--- src/hdl/rgp_pkg.sv ---
`timescale 1ns / 1ps
// ----------------------------------------------------------------------------
// rgp_pkg
// Shared widths, register indexes, mode codes and types of the gradient
// projection pipeline.
// ----------------------------------------------------------------------------
package rgp_pkg;

  localparam int COORD_BITS     = 12;
  localparam int GRAD_FRAC_BITS = 8;
  localparam int GRAD_BITS      = COORD_BITS + GRAD_FRAC_BITS;
  localparam int REF_BITS       = 17;
  localparam int REF_FRAC       = 4;
  localparam int TRIG_FRAC      = 15;
  localparam int TRIG_W         = TRIG_FRAC + 1;
  localparam int VALUE_W        = 44;

  localparam int POS_W  = COORD_BITS + REF_FRAC;
  localparam int DX_W   = ((POS_W > REF_BITS - 1) ? POS_W : REF_BITS - 1) + 2;
  localparam int SQ_W   = 2 * DX_W + 8;
  localparam int SQ_IT  = SQ_W / 2;
  localparam int QB     = TRIG_W + 1;
  localparam int DIV_SHIFT = 19;
  localparam int D_W    = DX_W + 21;
  localparam int PROD_W = GRAD_BITS + TRIG_W;
  localparam int SUM_W  = PROD_W + 1;
  localparam int RND_W  = SUM_W - TRIG_FRAC;
  localparam int SQR_W  = 2 * GRAD_BITS;

  localparam int CFG_IDX_W  = 8;
  localparam int CFG_DATA_W = 32;

  localparam logic [CFG_IDX_W-1:0] CFG_REF_COL   = CFG_IDX_W'(0);
  localparam logic [CFG_IDX_W-1:0] CFG_REF_ROW   = CFG_IDX_W'(1);
  localparam logic [CFG_IDX_W-1:0] CFG_PROJ_MODE = CFG_IDX_W'(2);
  localparam logic [CFG_IDX_W-1:0] CFG_POST_MODE = CFG_IDX_W'(3);

  localparam logic PROJ_RADIAL = 1'b0;
  localparam int   POST_ABS_BIT = 0;
  localparam int   POST_SQR_BIT = 1;

  localparam logic [QB-1:0] TRIG_POS_LIMIT = QB'((1 << TRIG_FRAC) - 1);
  localparam logic [QB-1:0] TRIG_NEG_LIMIT = QB'(1 << TRIG_FRAC);
  localparam logic signed [TRIG_W-1:0] TRIG_MAX = TRIG_W'((1 << TRIG_FRAC) - 1);
  localparam logic signed [TRIG_W-1:0] TRIG_MIN = TRIG_W'(1 << TRIG_FRAC);

  localparam logic signed [SUM_W-1:0] RND_HALF    = SUM_W'(1 << (TRIG_FRAC - 1));
  localparam logic signed [SUM_W-1:0] RND_HALF_LO = SUM_W'((1 << (TRIG_FRAC - 1)) - 1);
  localparam logic signed [RND_W-1:0] RND_GMAX =
    (RND_W'(1) << (GRAD_BITS - 1)) - RND_W'(1);
  localparam logic signed [RND_W-1:0] RND_GMIN = -(RND_W'(1) << (GRAD_BITS - 1));

  typedef struct packed {
    logic signed [GRAD_BITS-1:0] gx;
    logic signed [GRAD_BITS-1:0] gy;
    logic signed [DX_W-1:0]      dx;
    logic signed [DX_W-1:0]      dy;
    logic                        zero;
  } side_t;

endpackage

--- src/hdl/rgp_sqrt.sv ---
`timescale 1ns / 1ps
// ----------------------------------------------------------------------------
// rgp_sqrt
// Pipelined integer square root, one result bit per stage.
// ----------------------------------------------------------------------------
module rgp_sqrt (
  input  logic                     clk,
  input  logic                     rst,
  input  logic                     en,
  input  logic                     in_valid,
  input  logic [rgp_pkg::SQ_W-1:0] num,
  input  rgp_pkg::side_t           in_side,
  output logic                     out_valid,
  output logic [rgp_pkg::SQ_IT-1:0] root,
  output rgp_pkg::side_t           out_side
);

  localparam int RW = rgp_pkg::SQ_W + 1;
  localparam int N  = rgp_pkg::SQ_IT;

  logic [RW-1:0]  num_d [N+1];
  logic [RW-1:0]  res_d [N+1];
  rgp_pkg::side_t side_d [N+1];
  logic [N:0]     vld_d;

  logic [RW-1:0]  num_q [N];
  logic [RW-1:0]  res_q [N];
  rgp_pkg::side_t side_q [N];
  logic [N-1:0]   vld_q;

  assign num_d[0]  = RW'(num);
  assign res_d[0]  = '0;
  assign side_d[0] = in_side;
  assign vld_d[0]  = in_valid;

  genvar k;
  generate
    for (k = 0; k < N; k++) begin : g_stage
      localparam logic [RW-1:0] BIT = RW'(1) << (rgp_pkg::SQ_W - 2 - 2 * k);
      logic [RW-1:0] trial;
      logic [RW-1:0] num_next;
      logic [RW-1:0] res_next;

      always_comb begin
        trial = res_d[k] + BIT;
        if (num_d[k] >= trial) begin
          num_next = num_d[k] - trial;
          res_next = (res_d[k] >> 1) + BIT;
        end else begin
          num_next = num_d[k];
          res_next = res_d[k] >> 1;
        end
      end

      always_ff @(posedge clk) begin
        if (rst) begin
          vld_q[k] <= 1'b0;
        end else if (en) begin
          vld_q[k] <= vld_d[k];
        end
      end

      always_ff @(posedge clk) begin
        if (en) begin
          num_q[k]  <= num_next;
          res_q[k]  <= res_next;
          side_q[k] <= side_d[k];
        end
      end

      assign num_d[k+1]  = num_q[k];
      assign res_d[k+1]  = res_q[k];
      assign side_d[k+1] = side_q[k];
      assign vld_d[k+1]  = vld_q[k];
    end
  endgenerate

  assign out_valid = vld_d[N];
  assign root      = res_d[N][N-1:0];
  assign out_side  = side_d[N];

endmodule

--- config.mk ---
export PLATFORM = sky130hd
export DESIGN_NAME = rgp_sqrt
export DESIGN_NICKNAME = d
export VERILOG_FILES = /design/src/hdl/rgp_pkg.sv /design/src/hdl/rgp_sqrt.sv
export SDC_FILE = /design/constraint.sdc
export NUM_CORES = 2
export LEC_CHECK = 0
export BUFFER_PORTS_ARGS = -buffer_cell sky130_fd_sc_hd__buf_2
export CAP_MARGIN = 0
export CORE_MARGIN = 2
export CORE_UTILIZATION = 51
export CTS_BUF_LIST = sky130_fd_sc_hd__clkbuf_8 sky130_fd_sc_hd__clkbuf_16
export CTS_CLUSTER_DIAMETER = 40
export CTS_CLUSTER_SIZE = 20
export DETAILED_ROUTE_END_ITERATION = 10
export GPL_TIMING_DRIVEN = 0
export PLACE_DENSITY_LB_ADDON = 0.15
export SLEW_MARGIN = 20
export SYNTH_ARGS = -nofsm -noshare
export SYNTH_HDL_FRONTEND = slang
export SYNTH_SLANG_ARGS = --single-unit
--- constraint.sdc ---
create_clock -name clk -period 5.35 [get_ports clk]
set_input_delay 1.07 -clock clk [delete_from_list [all_inputs] [get_ports clk]]
set_output_delay 1.07 -clock clk [all_outputs]
set_load 0.01 [all_outputs]
==> run summary <==
The H-tree was split into 5 levels. The cell area after synthesis came out at 109000 um2. The filler cells instantiated in the layout total 15500. After synthesis, the largest family of logic cells by area is simple AND/OR/NAND/NOR gates. The wire length of the first global-routing pass was 270000 um; the simple logic cell fraction of the synthesized area was 6.12%. The total number of yosys warnings is 0. For this run, the leading register cell type out of synthesis is sky130_fd_sc_hd__edfxtp_1. The startpoint identified for the worst register-to-register timing path is num_q[4][9]. The cell family contributing the most delay on the critical path is simple AND/OR/NAND/NOR gates. In the final layout, the share of cells above drive strength 1 is 15.1%. TritonCTS built the clock tree. After synthesis, the mean cell area works out to 17.4 um2. The total area inside the core boundary comes to 212000 um2. The routed design has 170000 um of wire.

Dividing total power by cell area gives a power density of 459 nW/um2. Setup total negative slack on the finished layout was measured at 0 ps. For the gate count of the mapped netlist, the log shows 6231. The logs give 0 for the final count of hold timing violations and 156 for the largest net degree at the start of global routing. Summing the areas of all compound-gate instances in the mapped netlist gives 4.60% of the synthesized area. Top cell type by total area after synthesis: sky130_fd_sc_hd__edfxtp_1.

The net count of the finished layout is 7265. Startpoint type of the worst setup path: a flip-flop. Once detail routing completed, the nets flagged for antenna violations numbered 0. The post-synthesis share of cell area spent on full adders, half adders and majority gates was 3.12%.

The root buffer cell was sky130_fd_sc_hd__clkbuf_16. The floorplan step set the die width to 466 um. Global routing finished with a remaining overflow of 0.

Of the post-synthesis cell area, the dominant cell type holds 79.9%. Setup repair after global routing left no endpoint under its margin. The detailed router finished its first iteration with 3454 violations. The number of vias per cell after detailed routing works out to 5.12. The share of the clock period used by the worst path after layout came out at 90.3%.

The total half-perimeter wirelength after legalization and detailed placement was 111000 um; the leakage power was 46.3 nW. The critical path in this run is classified as flip-flop to flip-flop. Counting flops with a built-in enable in the synthesized netlist gives 2892. The logs give 76.8 ps for the setup clock skew after layout and 0 for the remaining routing DRC violations. The tool flagged a number of max-cap violations equal to 0. The number of nets in the synthesized netlist was 6627. The cell repeated most along the worst path is sky130_fd_sc_hd__a2111oi_0. The logs give 3 for the number of antenna violations at the first check in global routing and 7 for the number of optimization iterations in the first detailed-route pass. The final number of setup-violating endpoints is 0, and the delay of the slowest cell on the worst path is 1020 ps. Global routing used 17.8% of the available met1 tracks. Final estimated routing congestion in global placement: 0.968.

After synthesis, the share of cell area in mux cells is 0.601%. Highest net fanout along the worst path: 10. The share of flip-flops with an asynchronous set or reset after synthesis is 0%. Measured against its own limit, the worst slew margin works out to 16.4%. Traced cell by cell, the critical path runs through inv_1, ha_1, or4b_2, nor4_1, a2111oi_0, and4_1, a21o_1, clkbuf_1, a2111oi_0, nand2_1, xnor2_1. The met3 demand-to-capacity share in global routing is 3.23%. Counting instances in the post-synthesis netlist gives the leading cell types as 2892 x sky130_fd_sc_hd__edfxtp_1, 331 x sky130_fd_sc_hd__inv_1, 319 x sky130_fd_sc_hd__nor2_1, 271 x sky130_fd_sc_hd__ha_1, 267 x sky130_fd_sc_hd__a21oi_1. The number of buffers and inverters on the critical path is 2. The clock period could shrink to 4830 ps. The path class of the tightest hold or removal check is input port to flip-flop.

The tools report the origin of the worst setup path as num_q[4][9]. Endpoint class of the critical path: a flip-flop. The via count is 51200. The synthesized design contains 2914 register bits. From bottom edge to top edge, the die measures 466 um. The number of buffers inserted by post-CTS setup repair was 0.

Part of the Yosys area used for sequential elements: 80.3%. For the maximum ir drop on the vdd rail, the log shows 0.354 mV. Cell with the largest stage delay on the worst path: sky130_fd_sc_hd__a2111oi_0.

Data arrives at the worst endpoint at 5480 ps. For the worst setup path, the data required time is 6000 ps. After synthesis, the cell types taking the most area are sky130_fd_sc_hd__edfxtp_1 80%, sky130_fd_sc_hd__ha_1 3.1%, sky130_fd_sc_hd__xor2_1 1.7%.

After Yosys synthesis, XOR and XNOR cells account for 3.27% of the synthesized area. The via count of the first global-routing pass came out at 52100. After clock tree synthesis, the repair step resized 0 gates. The hold buffer count at CTS is 0.

The flow ran to the end, and the final reports show no timing, DRC or antenna violations. Global routing used 15.6% of the available tracks across all layers. The count of input and output buffers was 224. The run gives 28.0% as the global routing met2 resource utilization. The layer flagged by global routing as most heavily used is met2. sky130_fd_sc_hd__edfxtp_1 is the most common cell in the netlist. On the final layout, the worst hold slack is 282 ps.

In this run the core area contains 169 standard-cell rows. The clock reaches the later pin of the worst-skew pair after 960 ps. The area of the die was 217000 um2; the worst-margin pin slew was 1220 ps. 225 I/O pins were placed. The clock transition at the registers of the reported paths is 70 ps, and the maximum achievable frequency is 207 MHz.

For this design, the sink count on the clock tree is 2914. Yosys mapped the design onto 89 distinct sky130hd cell types. The longest clock path from root to sink contains 4 buffers. Once the floorplan was initialized, standard cells occupied 51.3% of the core. The area added between synthesis and finish was 17.1%.

Launch instance of the worst min-delay path: in_side[67]. After detailed routing, the average wire length per cell comes to 16.9 um. In this run, CTS created clock tree buffers numbering 391. Final-report max-slew violation count: 0.
-- layout make-up --
| type | instances | area, um2 | share of cell area, % |
|---|---|---|---|
| multi-input combinational | 2831 | 19300 | 15.1 |
| timing repair buffer | 245 | 1710 | 1.35 |
| buffer | 154 | 888 | 0.698 |
| sequential | 2914 | 87300 | 68.6 |
| clock buffer | 394 | 9860 | 7.75 |
| inverter | 332 | 1250 | 0.980 |
| antenna | 2 | 5.00 | 0.00393 |
| tap | 2821 | 3530 | 2.77 |
| clock inverter | 317 | 3410 | 2.68 |
-- through the flow --
stage	instances	worst slack (ps)	util, %	total power, mW	cell area (um2)
after floorplan	6231	2080	-	31.5	109000
after CTS	10000	555	60.0	59.1	127000
final	10000	520	60.0	58.3	127000
after global routing	10000	475	60.0	60.8	127000
after global placement	9276	-41600	53.5	35.1	113000
after detailed placement	9297	39.2	53.8	33.3	114000
-- routing by layer --
layer  vias to the layer above  wire [um]
met3                       452       7310
met5                         -          0
li1                      25200          -
met1                     24500      67100
met2                      1087      88400
met4                         0       6860
-- path summary, 6_finish.rpt --
path,endpoint,slack [ps],depth (start not counted)
min reg2reg,side_q[4][100],370,0
min,side_q[0][67],280,1
max reg2reg,num_q[4][86],520,11
max,num_q[4][86],520,11
-- cell usage in the layout (no fill, tap or decap), types with 20 or more instances in the layout --
master                          n
sky130_fd_sc_hd__edfxtp_1    2892
sky130_fd_sc_hd__clkbuf_16    394
sky130_fd_sc_hd__inv_1        346
sky130_fd_sc_hd__nor2_1       319
sky130_fd_sc_hd__ha_1         271
sky130_fd_sc_hd__a21oi_1      267
sky130_fd_sc_hd__nand2_1      252
sky130_fd_sc_hd__buf_2        228
sky130_fd_sc_hd__xor2_1       217
sky130_fd_sc_hd__o21ai_0      194
sky130_fd_sc_hd__xnor2_1      189
sky130_fd_sc_hd__nor4_1       149
sky130_fd_sc_hd__nor3_1       129
sky130_fd_sc_hd__a21o_1        95
sky130_fd_sc_hd__buf_4         77
sky130_fd_sc_hd__o21a_1        64
sky130_fd_sc_hd__clkbuf_1      64
sky130_fd_sc_hd__nand3_1       63
sky130_fd_sc_hd__inv_6         60
sky130_fd_sc_hd__nand4_1       57
sky130_fd_sc_hd__or3_1         48
sky130_fd_sc_hd__nand2b_1      45
sky130_fd_sc_hd__clkinv_2      44
sky130_fd_sc_hd__clkinvlp_4    43
sky130_fd_sc_hd__clkinv_4      39
sky130_fd_sc_hd__nor2b_1       36
sky130_fd_sc_hd__inv_8         35
sky130_fd_sc_hd__bufinv_16     34
sky130_fd_sc_hd__or4_1         32
sky130_fd_sc_hd__mux2i_1       30
sky130_fd_sc_hd__o31ai_1       29
sky130_fd_sc_hd__or2_2         25
sky130_fd_sc_hd__clkinv_8      25
sky130_fd_sc_hd__mux2_2        22
sky130_fd_sc_hd__dfxtp_1       22
sky130_fd_sc_hd__buf_16        21
sky130_fd_sc_hd__a31oi_1       20
sky130_fd_sc_hd__a211oi_1      20
sky130_fd_sc_hd__clkinv_1      20
-- registers in the layout, summed over array words and instances (netlist names) --
name and cells:
side_q 1694, out_valid 1, num_q 945, vld_d 21, res_q 253
-- worst reg2reg max path: cells and delay by family (launching register included) --
kind / cells / cell delay (ps)
simple gates: 4 / 1890
compound gates: 3 / 1520
xor+xnor: 1 / 180
fa+ha+maj: 1 / 130
flops: 1 / 420
buf+inv: 2 / 380
-- cell families (layout without fill, tap and decap cells) --
family	count (synthesis)	in the layout
multiplexers	59	59
adder cells (fa/ha/maj)	271	271
buffers and inverters	486	1442
XOR/XNOR	406	406
flip-flops	2914	2914
AND/OR/NAND/NOR	1282	1282
other	1	3
AO/OA/AOI/OAI	812	812
-- power breakdown --
part	switching (mW)	internal, mW	leakage (nW)	total, mW
Sequential	0.923	27.4	28.2	28.3
Combinational	2.71	1.83	11.7	4.54
Clock	10.0	15.5	6.46	25.5
(Power assumes the default switching activity.)
