`config.mk`:
```
export PLATFORM = sky130hd
export DESIGN_NAME = rgp_div
export DESIGN_NICKNAME = d
export VERILOG_FILES = /design/src/hdl/rgp_pkg.sv /design/src/hdl/rgp_div.sv
export SDC_FILE = /design/constraint.sdc
export NUM_CORES = 2
export LEC_CHECK = 0
export BUFFER_PORTS_ARGS = -buffer_cell sky130_fd_sc_hd__buf_2
export CORE_MARGIN = 3
export CORE_UTILIZATION = 30
export DETAILED_ROUTE_END_ITERATION = 12
export GPL_ROUTABILITY_DRIVEN = 0
export PLACE_DENSITY = 0.42
export SYNTH_ARGS = -nofsm -noshare
export SYNTH_HDL_FRONTEND = slang
export SYNTH_MEMORY_MAX_BITS = 65536
export SYNTH_SLANG_ARGS = --single-unit
```
`constraint.sdc`:
```
create_clock -name clk -period 4.1 [get_ports clk]
set_clock_uncertainty 0.15 [all_clocks]
set_input_delay 1.23 -clock clk [delete_from_list [all_inputs] [get_ports clk]]
set_output_delay 1.23 -clock clk [all_outputs]
set_load 0.03 [all_outputs]
```
`src/hdl/rgp_pkg.sv`:
```
`timescale 1ns / 1ps
// ----------------------------------------------------------------------------
// rgp_pkg
// Shared widths, register indexes, mode codes and types of the gradient
// projection pipeline.
// ----------------------------------------------------------------------------
package rgp_pkg;

  localparam int COORD_BITS     = 12;
  localparam int GRAD_FRAC_BITS = 8;
  localparam int GRAD_BITS      = COORD_BITS + GRAD_FRAC_BITS;
  localparam int REF_BITS       = 17;
  localparam int REF_FRAC       = 4;
  localparam int TRIG_FRAC      = 15;
  localparam int TRIG_W         = TRIG_FRAC + 1;
  localparam int VALUE_W        = 44;

  localparam int POS_W  = COORD_BITS + REF_FRAC;
  localparam int DX_W   = ((POS_W > REF_BITS - 1) ? POS_W : REF_BITS - 1) + 2;
  localparam int SQ_W   = 2 * DX_W + 8;
  localparam int SQ_IT  = SQ_W / 2;
  localparam int QB     = TRIG_W + 1;
  localparam int DIV_SHIFT = 19;
  localparam int D_W    = DX_W + 21;
  localparam int PROD_W = GRAD_BITS + TRIG_W;
  localparam int SUM_W  = PROD_W + 1;
  localparam int RND_W  = SUM_W - TRIG_FRAC;
  localparam int SQR_W  = 2 * GRAD_BITS;

  localparam int CFG_IDX_W  = 8;
  localparam int CFG_DATA_W = 32;

  localparam logic [CFG_IDX_W-1:0] CFG_REF_COL   = CFG_IDX_W'(0);
  localparam logic [CFG_IDX_W-1:0] CFG_REF_ROW   = CFG_IDX_W'(1);
  localparam logic [CFG_IDX_W-1:0] CFG_PROJ_MODE = CFG_IDX_W'(2);
  localparam logic [CFG_IDX_W-1:0] CFG_POST_MODE = CFG_IDX_W'(3);

  localparam logic PROJ_RADIAL = 1'b0;
  localparam int   POST_ABS_BIT = 0;
  localparam int   POST_SQR_BIT = 1;

  localparam logic [QB-1:0] TRIG_POS_LIMIT = QB'((1 << TRIG_FRAC) - 1);
  localparam logic [QB-1:0] TRIG_NEG_LIMIT = QB'(1 << TRIG_FRAC);
  localparam logic signed [TRIG_W-1:0] TRIG_MAX = TRIG_W'((1 << TRIG_FRAC) - 1);
  localparam logic signed [TRIG_W-1:0] TRIG_MIN = TRIG_W'(1 << TRIG_FRAC);

  localparam logic signed [SUM_W-1:0] RND_HALF    = SUM_W'(1 << (TRIG_FRAC - 1));
  localparam logic signed [SUM_W-1:0] RND_HALF_LO = SUM_W'((1 << (TRIG_FRAC - 1)) - 1);
  localparam logic signed [RND_W-1:0] RND_GMAX =
    (RND_W'(1) << (GRAD_BITS - 1)) - RND_W'(1);
  localparam logic signed [RND_W-1:0] RND_GMIN = -(RND_W'(1) << (GRAD_BITS - 1));

  typedef struct packed {
    logic signed [GRAD_BITS-1:0] gx;
    logic signed [GRAD_BITS-1:0] gy;
    logic signed [DX_W-1:0]      dx;
    logic signed [DX_W-1:0]      dy;
    logic                        zero;
  } side_t;

endpackage

```
`src/hdl/rgp_div.sv`:
```
`timescale 1ns / 1ps
// ----------------------------------------------------------------------------
// rgp_div
// Two-lane pipelined restoring divider forming the rounded magnitudes of
// cosine and sine, one quotient bit per stage.
// ----------------------------------------------------------------------------
module rgp_div (
  input  logic                      clk,
  input  logic                      rst,
  input  logic                      en,
  input  logic                      in_valid,
  input  logic [rgp_pkg::SQ_IT-1:0] root,
  input  rgp_pkg::side_t            in_side,
  output logic                      out_valid,
  output logic [rgp_pkg::QB-1:0]    quot_x,
  output logic [rgp_pkg::QB-1:0]    quot_y,
  output rgp_pkg::side_t            out_side
);

  localparam int DW = rgp_pkg::D_W;
  localparam int N  = rgp_pkg::QB;

  logic [DW-1:0]  rx_d [N+1];
  logic [DW-1:0]  ry_d [N+1];
  logic [N-1:0]   qx_d [N+1];
  logic [N-1:0]   qy_d [N+1];
  logic [DW-1:0]  dv_d [N+1];
  rgp_pkg::side_t side_d [N+1];
  logic [N:0]     vld_d;

  logic [DW-1:0]  rx_q [N+1];
  logic [DW-1:0]  ry_q [N+1];
  logic [N-1:0]   qx_q [N+1];
  logic [N-1:0]   qy_q [N+1];
  logic [DW-1:0]  dv_q [N+1];
  rgp_pkg::side_t side_q [N+1];
  logic [N:0]     vld_q;

  logic [rgp_pkg::DX_W-1:0] ax;
  logic [rgp_pkg::DX_W-1:0] ay;
  logic [DW-1:0]            half;

  always_comb begin
    ax   = in_side.dx[rgp_pkg::DX_W-1] ? rgp_pkg::DX_W'(-in_side.dx) : in_side.dx;
    ay   = in_side.dy[rgp_pkg::DX_W-1] ? rgp_pkg::DX_W'(-in_side.dy) : in_side.dy;
    half = DW'(root >> 1);
  end

  always_ff @(posedge clk) begin
    if (rst) begin
      vld_q[0] <= 1'b0;
    end else if (en) begin
      vld_q[0] <= in_valid;
    end
  end

  always_ff @(posedge clk) begin
    if (en) begin
      rx_q[0]   <= (DW'(ax) << rgp_pkg::DIV_SHIFT) + half;
      ry_q[0]   <= (DW'(ay) << rgp_pkg::DIV_SHIFT) + half;
      qx_q[0]   <= '0;
      qy_q[0]   <= '0;
      dv_q[0]   <= DW'(root);
      side_q[0] <= in_side;
    end
  end

  genvar k;
  generate
    for (k = 0; k <= N; k++) begin : g_link
      assign rx_d[k]   = rx_q[k];
      assign ry_d[k]   = ry_q[k];
      assign qx_d[k]   = qx_q[k];
      assign qy_d[k]   = qy_q[k];
      assign dv_d[k]   = dv_q[k];
      assign side_d[k] = side_q[k];
      assign vld_d[k]  = vld_q[k];
    end

    for (k = 0; k < N; k++) begin : g_stage
      logic [DW-1:0] shifted;
      logic [DW-1:0] rx_next;
      logic [DW-1:0] ry_next;
      logic          bx;
      logic          by;

      always_comb begin
        shifted = dv_d[k] << (N - 1 - k);
        bx      = rx_d[k] >= shifted;
        by      = ry_d[k] >= shifted;
        rx_next = bx ? rx_d[k] - shifted : rx_d[k];
        ry_next = by ? ry_d[k] - shifted : ry_d[k];
      end

      always_ff @(posedge clk) begin
        if (rst) begin
          vld_q[k+1] <= 1'b0;
        end else if (en) begin
          vld_q[k+1] <= vld_d[k];
        end
      end

      always_ff @(posedge clk) begin
        if (en) begin
          rx_q[k+1]   <= rx_next;
          ry_q[k+1]   <= ry_next;
          qx_q[k+1]   <= {qx_d[k][N-2:0], bx};
          qy_q[k+1]   <= {qy_d[k][N-2:0], by};
          dv_q[k+1]   <= dv_d[k];
          side_q[k+1] <= side_d[k];
        end
      end
    end
  endgenerate

  assign out_valid = vld_d[N];
  assign quot_x    = qx_d[N];
  assign quot_y    = qy_d[N];
  assign out_side  = side_d[N];

endmodule

```
==> impl_metrics.yaml <==
hold_path:
  hold_path.class: "flip-flop to flip-flop"
detailed_routing:
  detail_route.vias_per_cell: 4.80
  drc_errors: 0
  routed_wl_per_cell_microns: 19.5
  dr.first_iter.drc_count: 6578
  detail-route-antenna-nets: 0
  drt-pass1-iter-count: 7
  drt-total-wl_microns: 363000
  vias: 89200
final_layout:
  layout.cells.most_common_list: "3,080 x sky130_fd_sc_hd__edfxtp_1, 753 x sky130_fd_sc_hd__a21oi_1, 753 x sky130_fd_sc_hd__nand2_1, 733 x sky130_fd_sc_hd__ha_1, 730 x sky130_fd_sc_hd__nor2_1"
  postLayoutCellArea_sq_mm: 0.170
  nFillCells: 46200
  synthToLayoutAreaGrowth_pct: 17.0
  multi_input_comb_area_sq_mm: 0.0488
  drive_above_1_share_pct: 12.9
  final-instance-count-excl-fill: 18600
  design.final.nets: 12700
  layout_commonest_cell: "sky130_fd_sc_hd__edfxtp_1"
  ff_latch_area_sq_mm: 0.0928
  layout.core_utilization_pct: 35.3
timing:
  setup_viol: 0
  fin_crit_sh_pct: 97.1
  slew_viol_final: 0
  hold-worst-slack_ns: 0.222
  rsz_0062_raised_after_global_routing: "no"
  report.final.hold_viol_count: 0
  maxSlewHeadroom_pct: 14.5
  period_minus_slack_ns: 3.98
  fmax_ghz: 0.251
  setup_slack_ns: 0.120
  tns_ns: 0
  tightestPinTransition_ns: 1.27
grt:
  maximum_number_of_pins_on_one_net_before_global_route_repair: 77
  global_route_total_usage_across_every_layer_pct: 14.4
  first_global_vias: 91200
  grt_overflow_total: 0
  grt_antenna_before_repair: 10
  grt_pass1_wl_microns: 551000
synthesis:
  yosysSeqAreaShare_pct: 64.0
  synth_enable_flop_cells: 3080
  ys.warnings.count: 0
  synth_area_per_cell_sq_um: 13.1
  yosys-top-cells-area: "sky130_fd_sc_hd__edfxtp_1 64%, sky130_fd_sc_hd__ha_1 6.3%, sky130_fd_sc_hd__xnor2_1 2.7%, sky130_fd_sc_hd__a21oi_1 2.6%, sky130_fd_sc_hd__xor2_1 2.5%"
  area_leader_netlist: "sky130_fd_sc_hd__edfxtp_1"
  postSynth.topFlopCell: "sky130_fd_sc_hd__edfxtp_1"
  synth_seq_cells: 3098
  netlist_instances: 11100
  post-synth-top-area-fraction_pct: 63.7
  postSynth.asyncResetShare_pct: 0
  synth_area_sq_mm: 0.145
  synthDistinctLibCells: 95
worst_setup_path:
  timing.critical_path.cells: "inv_2 > ha_4 > fa_2 > nor2b_1 > o31a_1 > o41a_1 > o41ai_4 > o31ai_4 > buf_4 > a41oi_4 > buf_4 > o21bai_1 > nor2_1 > xor2_1"
  timing.critical_path.slowest_stage_cell: "sky130_fd_sc_hd__o41a_1"
  crit_type: "flip-flop to flip-flop"
  end_kind: "flip-flop"
  cpMostUsedCell: "sky130_fd_sc_hd__buf_4"
  setup.worst_path.start_class: "flip-flop"
  crit_fanout: 16
  critical_path_required_ns: 4.62
  timing.critical_path.slowest_cell_delay_ns: 0.46
  arrival_ns: 4.50
clock_network:
  clock_latency_ns: 0.99
  numClockSinks: 3098
  cts_buffers: 358
  number_of_hold_repair_buffers_added_at_the_cts_stage: 0
  clock_tree_from_tritoncts: "built"
  clk_transition_reported_paths_ns: 0.06
  htree_num_levels: 5
  cts-root-to-sink-buffers: 4
  cell_at_the_root_of_the_clock_tree: "sky130_fd_sc_hd__clkbuf_16"
power_and_ir_drop:
  leakage_nw: 62.5
  vdd_drop_max_mv: 0.364
  report.power.total_mw: 113
  cellPowerDensity_mw_per_mm2: 666
die:
  floorplan.die.width_microns: 701
  die_height_microns: 701
  floorplan.initialDensity_pct: 30.2
  boundaryPins: 215
  core_sq_mm: 0.480
  number_of_standard_cell_rows_in_the_floorplan: 254
  die_area_sq_mm: 0.492
place:
  numPortBuffers: 214
  placedInstanceArea_sq_mm: 0.158
  post-dp-hpwl_microns: 273000
  detailedPlace.worstSlack_ns: -0.340
  place.detailed.instances: 17900
run_status:
  status: "complete, no violations"
run:
  number_of_max_cap_violations: 0
critical path, delay by kind of cell, from the launching register on:
| kind | cells | cell delay, ns |
|---|---|---|
| buffers and inverters | 3 | 0.58 |
| AO/OA/AOI/OAI | 6 | 1.86 |
| adder cells (fa/ha/maj) | 2 | 0.36 |
| flip-flops | 1 | 0.42 |
| AND/OR/NAND/NOR | 2 | 0.13 |
| XOR/XNOR | 1 | 0.15 |
state kept, by name (all words and copies together) (netlist names):
signal,count
out_valid,1
vld_d,17
qx_q,153
side_q,1386
qy_q,153
dv_q,219
ry_q,612
rx_q,557
layout make-up:
cell class	count	area share (%)
antenna	5	0.00737
clock buffer	422	5.50
clock inverter	230	1.32
inverter	558	1.23
multi-input combinational	7077	28.7
sequential	3098	54.7
tap	6400	4.72
timing repair buffer	784	3.77
per-layer routing:
| layer | GRT usage [%] | vias to the layer above | routed length, microns |
|---|---|---|---|
| li1 | - | 43400 | - |
| met1 | 17.9 | 42900 | 154000 |
| met2 | 24.8 | 2170 | 176000 |
| met3 | 1.94 | 761 | 14100 |
| met4 | 6.64 | 0 | 18700 |
| met5 | 0 | - | 0 |
path summary, 6_finish.rpt:
path / startpoint / to / slack [ns] / cells after the start
hold / removal: side_q[10][41]$_DFFE_PP_ / side_q[11][41]$_DFFE_PP_ / 0.22 / 0
setup reg to reg: ry_q[13][3]$_DFFE_PP_ / ry_q[14][35]$_DFFE_PP_ / 0.12 / 14
setup / recovery: ry_q[13][3]$_DFFE_PP_ / ry_q[14][35]$_DFFE_PP_ / 0.12 / 14
hold reg to reg: side_q[10][41]$_DFFE_PP_ / side_q[11][41]$_DFFE_PP_ / 0.22 / 0
synthesized netlist by cell type, types with 88 or more instances:
| library cell | instances |
|---|---|
| sky130_fd_sc_hd__xor2_1 | 406 |
| sky130_fd_sc_hd__nor3_1 | 214 |
| sky130_fd_sc_hd__mux2_2 | 145 |
| sky130_fd_sc_hd__nor2b_1 | 122 |
| sky130_fd_sc_hd__xnor2_1 | 439 |
| sky130_fd_sc_hd__o21a_1 | 105 |
| sky130_fd_sc_hd__a21o_1 | 301 |
| sky130_fd_sc_hd__nand2b_1 | 123 |
| sky130_fd_sc_hd__nand3_1 | 179 |
| sky130_fd_sc_hd__ha_1 | 736 |
| sky130_fd_sc_hd__inv_1 | 554 |
| sky130_fd_sc_hd__nor4_1 | 123 |
| sky130_fd_sc_hd__o21ai_0 | 650 |
| sky130_fd_sc_hd__nand4_1 | 134 |
| sky130_fd_sc_hd__o31ai_1 | 88 |
| sky130_fd_sc_hd__edfxtp_1 | 3080 |
| sky130_fd_sc_hd__nand2_1 | 753 |
| sky130_fd_sc_hd__buf_4 | 114 |
| sky130_fd_sc_hd__nor2_1 | 733 |
| sky130_fd_sc_hd__a21oi_1 | 757 |
| sky130_fd_sc_hd__clkbuf_1 | 173 |
repair_timing:
item | in CTS | in global routing
pin swaps | 0 | 11
setup buffers | 0 | 13
endpoints found under the setup margin | 21 | 149
gates resized for setup | 5 | 34
cells by family (layout without fill, tap and decap cells):
kind of cell               after synthesis  in the layout  share of synthesized area [%]
other                                    1              7                        0.00258
AOI/OAI and AO/OA                     2510           2510                           10.8
DFF                                   3098           3098                           64.0
buffers and inverters                  886           1994                           2.62
xor gates and xnor gates               845            845                           5.10
and+or+nand+nor                       2775           2775                           9.31
muxes                                  178            178                           1.35
adders and majority gates              767            767                           6.77
report_power, final:
group	internal (mW)	total, mW	leakage [nW]	switching, mW
clock network	18.4	31.3	5.60	12.9
registers	42.4	46.5	30.0	4.09
logic	14.9	35.2	26.9	20.2
total	75.8	113	62.5	37.2
No activity file was read; power rests on OpenSTA's default activity.
